[src/hdl/mhpq_pkg.sv]
// shared types and codes for the min-heap priority queue
// used by mhpq_ctrl, mhpq_dpath, the top level and the checker
`timescale 1ns / 1ps
package mhpq_pkg;

    localparam int unsigned CAPACITY_DEF = 128;

    // request codes
    localparam logic [1:0] REQ_INSERT = 2'd0;
    localparam logic [1:0] REQ_MODIFY = 2'd1;
    localparam logic [1:0] REQ_READ   = 2'd2;

    // result status codes
    localparam logic [1:0] ST_OK       = 2'd0;
    localparam logic [1:0] ST_FULL     = 2'd1;
    localparam logic [1:0] ST_BAD_SLOT = 2'd2;

    typedef enum logic [3:0] {
        S_IDLE,
        S_START,
        S_RD_WAIT,
        S_UP_RD,
        S_UP_CMP,
        S_DN_RDL,
        S_DN_RDR,
        S_DN_CMP,
        S_DONE
    } t_state;

    typedef struct packed {
        logic accept;
        logic start_insert;
        logic start_modify;
        logic rd_slot;
        logic rd_parent;
        logic rd_left;
        logic rd_right;
        logic up_move;
        logic write_key;
        logic cand_load;
        logic dn_move;
        logic dn_right;
        logic set_full;
        logic set_bad;
        logic set_value;
        logic load_out;
    } t_dp_cmd;

    typedef struct packed {
        logic [1:0] req;
        logic       full;
        logic       slot_ok;
        logic       pos_root;
        logic       parent_gt;
        logic       left_exists;
        logic       right_exists;
        logic       best_l_valid;
        logic       best_b_valid;
        logic       first;
        logic       out_busy;
    } t_dp_stat;

endpackage

[src/hdl/mhpq_ctrl.sv]
// controller state machine for the min-heap priority queue
// sequences slot reads, sift-up and sift-down steps; depends on mhpq_pkg
`timescale 1ns / 1ps
module mhpq_ctrl (
    input  logic              i_clk,
    input  logic              i_rst_n,
    input  logic              i_valid,
    output logic              o_stall,
    input  mhpq_pkg::t_dp_stat i_stat,
    output mhpq_pkg::t_dp_cmd  o_cmd
);
    import mhpq_pkg::*;

    t_state r_state;
    t_state n_state;

    always_ff @(posedge i_clk) begin
        if (!i_rst_n) begin
            r_state <= S_IDLE;
        end else begin
            r_state <= n_state;
        end
    end

    assign o_stall = (r_state != S_IDLE);

    always_comb begin
        n_state = r_state;
        o_cmd   = '0;
        case (r_state)
            S_IDLE: begin
                if (i_valid) begin
                    o_cmd.accept = 1'b1;
                    n_state      = S_START;
                end
            end
            S_START: begin
                case (i_stat.req)
                    REQ_INSERT: begin
                        if (i_stat.full) begin
                            o_cmd.set_full = 1'b1;
                            n_state        = S_DONE;
                        end else begin
                            o_cmd.start_insert = 1'b1;
                            n_state            = S_UP_RD;
                        end
                    end
                    REQ_MODIFY: begin
                        if (!i_stat.slot_ok) begin
                            o_cmd.set_bad = 1'b1;
                            n_state       = S_DONE;
                        end else begin
                            o_cmd.start_modify = 1'b1;
                            n_state            = S_UP_RD;
                        end
                    end
                    REQ_READ: begin
                        if (!i_stat.slot_ok) begin
                            o_cmd.set_bad = 1'b1;
                            n_state       = S_DONE;
                        end else begin
                            o_cmd.rd_slot = 1'b1;
                            n_state       = S_RD_WAIT;
                        end
                    end
                    default: n_state = S_DONE;
                endcase
            end
            S_RD_WAIT: begin
                o_cmd.set_value = 1'b1;
                n_state         = S_DONE;
            end
            S_UP_RD: begin
                if (i_stat.pos_root) begin
                    if (i_stat.first) begin
                        n_state = S_DN_RDL;
                    end else begin
                        o_cmd.write_key = 1'b1;
                        n_state         = S_DONE;
                    end
                end else begin
                    o_cmd.rd_parent = 1'b1;
                    n_state         = S_UP_CMP;
                end
            end
            S_UP_CMP: begin
                if (i_stat.parent_gt) begin
                    o_cmd.up_move = 1'b1;
                    n_state       = S_UP_RD;
                end else if (i_stat.first) begin
                    // modified key not below its parent: go down instead
                    n_state = S_DN_RDL;
                end else begin
                    o_cmd.write_key = 1'b1;
                    n_state         = S_DONE;
                end
            end
            S_DN_RDL: begin
                if (i_stat.left_exists) begin
                    o_cmd.rd_left = 1'b1;
                    n_state       = S_DN_RDR;
                end else begin
                    o_cmd.write_key = 1'b1;
                    n_state         = S_DONE;
                end
            end
            S_DN_RDR: begin
                if (i_stat.right_exists) begin
                    o_cmd.cand_load = 1'b1;
                    o_cmd.rd_right  = 1'b1;
                    n_state         = S_DN_CMP;
                end else begin
                    o_cmd.dn_move = 1'b1;
                    n_state       = i_stat.best_l_valid ? S_DN_RDL : S_DONE;
                end
            end
            S_DN_CMP: begin
                o_cmd.dn_move  = 1'b1;
                o_cmd.dn_right = 1'b1;
                n_state        = i_stat.best_b_valid ? S_DN_RDL : S_DONE;
            end
            S_DONE: begin
                if (!i_stat.out_busy) begin
                    o_cmd.load_out = 1'b1;
                    n_state        = S_IDLE;
                end
            end
            default: n_state = S_IDLE;
        endcase
    end

endmodule

[config.mk]
export PLATFORM = sky130hd
export DESIGN_NAME = mhpq_ctrl
export DESIGN_NICKNAME = d
export VERILOG_FILES = /design/src/hdl/mhpq_pkg.sv /design/src/hdl/mhpq_ctrl.sv
export SDC_FILE = /design/constraint.sdc
export NUM_CORES = 1
export LEC_CHECK = 0
export BUFFER_PORTS_ARGS = -buffer_cell sky130_fd_sc_hd__buf_2
export CAP_MARGIN = 0
export CORE_UTILIZATION = 43
export DETAILED_ROUTE_END_ITERATION = 8
export PLACE_DENSITY_LB_ADDON = 0.2
export SYNTH_ARGS = -nofsm -noshare
export SYNTH_HDL_FRONTEND = slang
export SYNTH_SLANG_ARGS = --single-unit
[constraint.sdc]
create_clock -name i_clk -period 1.9 [get_ports i_clk]
set_input_delay 0.19 -clock i_clk [delete_from_list [all_inputs] [get_ports i_clk]]
set_output_delay 0.19 -clock i_clk [all_outputs]
set_load 0.02 [all_outputs]
==> out/results.ini, run 1 <==
[status]
status = finished, final reports clean

[placed_design]
dp_cells = 124
port_buffers = 31
place_congestion = 0.8062
hpwl_mm = 1.283

[grt]
grt_antenna_before_repair = 0
grt_pass1_wl_mm = 2.518
grt_pass1_vias = 614
gr-total-overflow = 0
grt_usage = 0.2396
grt_max_degree = 16

[setup_path]
r2r_setup_slack_ns = 0.33
reg2regPathDepth = 4
cp.required_ns = 1.71
cp_top_family = simple AND/OR/NAND/NOR gates
crit_path_end_kind = output port
worst-setup-path-type = flip-flop to output port
r2r_end = r_state[3]
slowest_delay_ns = 0.52
crit_buf_inv = 1
arrival_ns = 1.63
reg2reg_from = r_state[3]
cp_max_fo = 2
critPathLaunchType = flip-flop
path_cells = or4b_4 > o21a_1 > o32ai_4 > buf_2
critPathSlowestCell = or4b_4

[clocking]
cts_buffer_depth = 2
h-tree-depth = 1
cts_tree = done
cts_made_buffers = 3
cts_hold_buf = 0
clk_latency_ns = 0.23
ctsRootBufferMaster = clkbuf_4
clock_sinks = 4
clk_transition_reported_paths_ns = 0.04

[synth]
synth-simple-area-share = 0.3970
synth.ff_latch_count = 4
yosysTopAreaCell = dfxtp_1
synth_top_family_by_area = simple AND/OR/NAND/NOR gates
synth_top_area_share = 0.1373
synthTopCellsByArea = dfxtp_1, ha_1, and3_1
syn_avg_cell_area_um2 = 7.198
ys_seq_area_frac = 0.1373
syn-instance-count = 81
muxShareOfSynthArea = 0.01717
yosys_warnings = 0
synth_area_um2 = 583.1
synth_xor_area_frac = 0
synth_fa_ha_area_frac = 0.08584
ys_types = 35
synth_compound_area_frac = 0.2790
syn_nets = 100

[power_and_ir_drop]
leakagePower_nw = 0.3983
power.switching_w = 0.0001435
pwr-share-comb = 0.448
swShare = 0.3878
seq_power_share = 0.274
clockPowerShare = 0.278
power.total_w = 0.0003700
ir_drop_uv = 371.0
p_int_w = 0.0002265
p_per_area_mw_per_mm2 = 476.2

[timing]
fmax_ghz = 0.5487
skew_ns = 0.006469
hold_violations = 0
slew_viol_final = 0
tightest_slew_ns = 0.4767
rsz0062_at_grt = false
fin_setup_tns_ns = 0
period_minus_slack_ns = 1.823
setup_viol = 0
slew-limit-headroom = 0.6817
fin_hold_ws_ns = 0.2233
period_share = 0.9592

[floorplanning]
start_util = 0.4916
num_rows = 12
die_w_um = 38.83
io_pins = 32
core-area_mm2 = 0.001186
die_h_um = 38.83
die_area_mm2 = 0.001507

[detailed_routing]
drt_iter0_markers = 15
drc = 0
wl_per_cell_um = 12.91
drt-total-wl_mm = 1.639
ant_nets = 0
num_vias = 709
vias_per_cell = 5.583
drt_first_pass_iters = 4

[layout]
largest_reg_flops = 4
area_delta_synth_final_pct = 33.26
fin_cells = 127
drive_gt1_frac = 0.3540
max_flop_register = r_state
antenna_cells = 0
largestRegisters = r_state (4)
nets = 134
utilization = 0.6551
nFillCells = 116

[hold_path]
hold_class = input pin to flip-flop
holdPathStages = 2
holdPathEnd = r_state[3]
hold_start = i_rst_n

[run]
max-cap-violations = 0

[how the worst max path moves through the flow]
| stage | cells past startpoint | slack, ns | from | end |
|---|---|---|---|---|
| after floorplan | 3 | 0.33 | r_state[3] | o_cmd[0] |
| after global placement | 4 | 0.35 | r_state[1] | o_cmd[7] |
| after detailed placement | 4 | 0.32 | r_state[1] | o_cmd[7] |
| after CTS | 4 | 0.07 | r_state[1] | o_cmd[7] |
| after global routing | 5 | 0.01 | r_state[3] | o_cmd[3] |
| final | 4 | 0.08 | r_state[0] | o_cmd[7] |
[synthesized netlist by cell type]
cell	number
or3_1	1
o2111ai_1	1
o21ai_0	2
nor4b_1	1
clkbuf_1	1
a2111oi_0	2
buf_4	1
and3_1	5
o21a_1	3
buf_2	3
a211o_1	1
o32ai_4	1
nor3b_1	1
nor2_1	8
nor3_1	5
a211oi_1	1
dfxtp_1	4
o2bb2ai_1	1
and4_1	1
nand2b_1	2
a41oi_1	1
nand3b_1	1
mux2i_1	1
a21boi_0	1
nor2b_1	4
nand3_1	2
inv_1	6
or4b_4	1
a31oi_1	2
a21oi_1	1
a22oi_1	1
ha_1	4
a32o_1	1
nand2_1	8
or4_1	2
[metal layers]
metal  up-vias  global-route usage  share of wire
met5         -                   0              0
li1        362                   -              -
met3         2             0.04046          0.052
met2        32              0.4292           0.51
met4         0             0.07759         0.0073
met1       313              0.2828           0.43
[cell type report]
type	instances	area (µm²)	area share
clock buffers	3	22.52	0.02899
well taps	14	17.52	0.02254
inverters	6	22.52	0.02899
repair buffers	34	177.7	0.2287
flip-flops and latches	4	80.08	0.1031
multi-input cells	66	456.7	0.5878
[logic make-up (layout without fill, tap and decap cells)]
group,Yosys count,count (layout)
compound gates,19,19
mux,1,1
flops,4,4
fa+ha+maj,4,4
buf+inv,11,43
simple gates,42,42
[metrics by stage]
stage	setup WS [ns]	cell area [µm²]
finish	0.07746	777.0
CTS	0.07412	774.5
global route	0.01175	777.0
global placement	0.3466	752.0
floorplan	0.3261	583.1
detailed placement	0.3182	752.0
[cell usage in the layout, fill, tap and decap left out, types with 2 or more instances in the layout]
| cell | netlist | layout |
|---|---|---|
| buf_2 | 3 | 31 |
| nor2_1 | 8 | 8 |
| nand2_1 | 8 | 8 |
| inv_1 | 6 | 6 |
| and3_1 | 5 | 5 |
| nor3_1 | 5 | 5 |
| ha_1 | 4 | 4 |
| dfxtp_1 | 4 | 4 |
| nor2b_1 | 4 | 3 |
| o21a_1 | 3 | 3 |
| clkbuf_4 | 0 | 3 |
| buf_4 | 1 | 3 |
| nand3_1 | 2 | 2 |
| nand2b_1 | 2 | 2 |
| or4_1 | 2 | 2 |
| a2111oi_0 | 2 | 2 |
| a31oi_1 | 2 | 2 |
| o21ai_0 | 2 | 2 |
[what timing repair did]
item / 4_1_cts / 5_1_grt
gates resized for setup: 0 / 1
setup endpoints to repair: 0 / 1
setup buffers: 0 / 0
[power groups by stage]
stage          clock network [W]  logic [W]  registers (W)
4_1_cts                 0.000106   0.000163       0.000100
6_report                0.000103   0.000166       0.000101
5_1_grt                 0.000114   0.000183       0.000101
3_3_place_gp                   0   0.000160       0.000101
2_1_floorplan                  0   0.000108      0.0000966
3_5_place_dp                   0   0.000162       0.000102
No activity file was read; power rests on OpenSTA's default activity.
==> run 2, diff against run 1 <==
Settings changed: RECOVER_POWER from default to 50.
==> out/results.ini, run 2 (same netlist as run 1, synthesis figures left out) <==
[status]
status = finished, final reports clean

[power_and_ir_drop]
p_int_w = 0.0002240  ; -1.1%
seq_power_share = 0.275  ; about the same
ir_drop_uv = 371.5  ; +0.14%
power.switching_w = 0.0001433  ; -0.16%
p_per_area_mw_per_mm2 = 478.1  ; +0.39%
pwr-share-comb = 0.445  ; -0.003
clockPowerShare = 0.280  ; +0.002
leakagePower_nw = 0.3696  ; -7.2%
swShare = 0.3901  ; +0.002282

[setup_path]
arrival_ns = 1.62  ; about the same
cp-startpoint = r_state[1]
reg2reg_from = r_state[3]
cp.required_ns = 1.71  ; about the same
reg2regPathDepth = 4  ; unchanged
critPathLaunchType = flip-flop
worst-setup-path-type = flip-flop to output port
r2r_setup_slack_ns = 0.32  ; about the same
cp_max_fo = 2  ; unchanged
crit_path_end_kind = output port
r2r_end = r_state[3]

[clocking]
clk_latency_ns = 0.23  ; about the same
cts_tree = done
ctsRootBufferMaster = clkbuf_4
clk_transition_reported_paths_ns = 0.03  ; about the same
clock_sinks = 4  ; unchanged
cts_buffer_depth = 2  ; unchanged
cts_hold_buf = 0  ; unchanged
cts_made_buffers = 3  ; unchanged
h-tree-depth = 1  ; unchanged

[timing]
rsz0062_at_grt = false
setup_viol = 0  ; unchanged
slew_viol_final = 0  ; unchanged
period_minus_slack_ns = 1.815  ; -0.007803 ns
skew_ns = 0.006569  ; +0.0001003 ns
hold_violations = 0  ; unchanged
slew-limit-headroom = 0.6760  ; -0.005728
fmax_ghz = 0.5510  ; +0.43%
fin_setup_tns_ns = 0  ; unchanged
period_share = 0.9551  ; -0.004107
tightest_slew_ns = 0.4853  ; +0.008580 ns

[layout]
drive_gt1_frac = 0.2920  ; -0.06195
antenna_cells = 0  ; unchanged
largestRegisters = r_state (4)
fin_area_um2 = 768.2  ; -1.1%
final_cell_mix = buf_2, nor2_1, nand2_1, clkbuf_1, inv_1
regArea_um2 = 80.08  ; unchanged
nets = 134  ; unchanged
max_flop_register = r_state
multi_input_area_um2 = 456.7  ; unchanged
nFillCells = 118  ; +1.7%
largest_reg_flops = 4  ; unchanged
area_delta_synth_final_pct = 31.76
final_common_cell = buf_2

[hold_path]
hold_start = i_rst_n
holdPathEnd = r_state[3]
hold_class = input pin to flip-flop
holdPathStages = 2  ; unchanged

[detailed_routing]
wl_per_cell_um = 12.83  ; -0.61%
drt-total-wl_mm = 1.629  ; -0.61%
met3_length_um = 81  ; -5.8%
drt_iter0_markers = 15  ; unchanged
routed.top_layer = met4
drt_first_pass_iters = 6  ; +2
met1_length_um = 709  ; +0.57%
vias_per_cell = 5.630  ; +0.85%
drc = 0  ; unchanged
num_vias = 715  ; +0.85%
dr_wl_met2_um = 826  ; -1.1%
ant_nets = 0  ; unchanged

[floorplanning]
io_pins = 32  ; unchanged
core-area_mm2 = 0.001186  ; unchanged
num_rows = 12  ; unchanged
start_util = 0.4916  ; unchanged
die_w_um = 38.83  ; unchanged
die_area_mm2 = 0.001507  ; unchanged
die_h_um = 38.83  ; unchanged

[placed_design]
dpl_cell_area_um2 = 752.0  ; unchanged
port_buffers = 31  ; unchanged
place_congestion = 0.8062  ; unchanged
hpwl_mm = 1.283  ; unchanged

[grt]
grt_pass1_wl_mm = 2.518  ; unchanged
grt_antenna_before_repair = 0  ; unchanged
gr-total-overflow = 0  ; unchanged
grt_max_degree = 16  ; unchanged
grt_usage = 0.2396  ; unchanged
grt_pass1_vias = 614  ; unchanged

[run]
max-cap-violations = 0  ; unchanged

==> run 2: stage by stage <==
step / hold WS (ns) / power [W] / instances / util / setup WS (ns)
2_1_floorplan: 0.3075 / 0.0002046 / 81 / - / 0.3261
6_report: 0.2236 / 0.0003673 / 127 / 0.6477 / 0.08527
5_1_grt: 0.2182 / 0.0003955 / 127 / 0.6477 / 0.01175
4_1_cts: 0.2169 / 0.0003694 / 127 / 0.6530 / 0.07412
3_3_place_gp: 0.4619 / 0.0002603 / 124 / 0.6340 / 0.3466
3_5_place_dp: 0.4533 / 0.0002639 / 124 / 0.6340 / 0.3182
==> run 2: worst max-delay path by stage <==
| stage | end | cells after the start | slack [ns] |
|---|---|---|---|
| floorplan | o_cmd[0] | 3 | 0.33 |
| detailed placement | o_cmd[7] | 4 | 0.32 |
| global placement | o_cmd[7] | 4 | 0.35 |
| finish | o_cmd[7] | 4 | 0.09 |
| global route | o_cmd[3] | 5 | 0.01 |
| CTS | o_cmd[7] | 4 | 0.07 |
==> run 2: layer usage <==
metal / vias up / global-route usage
li1: 363 / -
met1: 316 / 0.2828
met2: 34 / 0.4292
met3: 2 / 0.04046
met4: 0 / 0.07759
met5: - / 0
==> run 2: cell type report <==
type	count	share of cell area
Tap cell	14	0.02280
Inverter	6	0.02932
Sequential cell	4	0.1042
Clock buffer	3	0.02932
Multi-Input combinational cell	66	0.5945
Timing Repair Buffer	34	0.2199
==> run 2: critical path: stages, from the launching register on <==
cell and delay (ns):
dfxtp_1 0.30, or4b_4 0.53, o21a_1 0.15, o32ai_4 0.21, buf_2 0.21
==> run 2: what timing repair did <==
item                                    4_1_cts  5_1_grt
endpoints found under the setup margin        0        1
endpoints found under the hold margin         0        0
resized for setup                             0        1
setup buffers                                 0        0
==> run 2: power by group through the flow <==
stage	combinational [W]	sequential (W)	clock, W
final	0.000163	0.000101	0.000103
after global routing	0.000181	0.000101	0.000114
after CTS	0.000163	0.000100	0.000106
after detailed placement	0.000162	0.000102	0
after global placement	0.000160	0.000101	0
after floorplan	0.000108	0.0000966	0
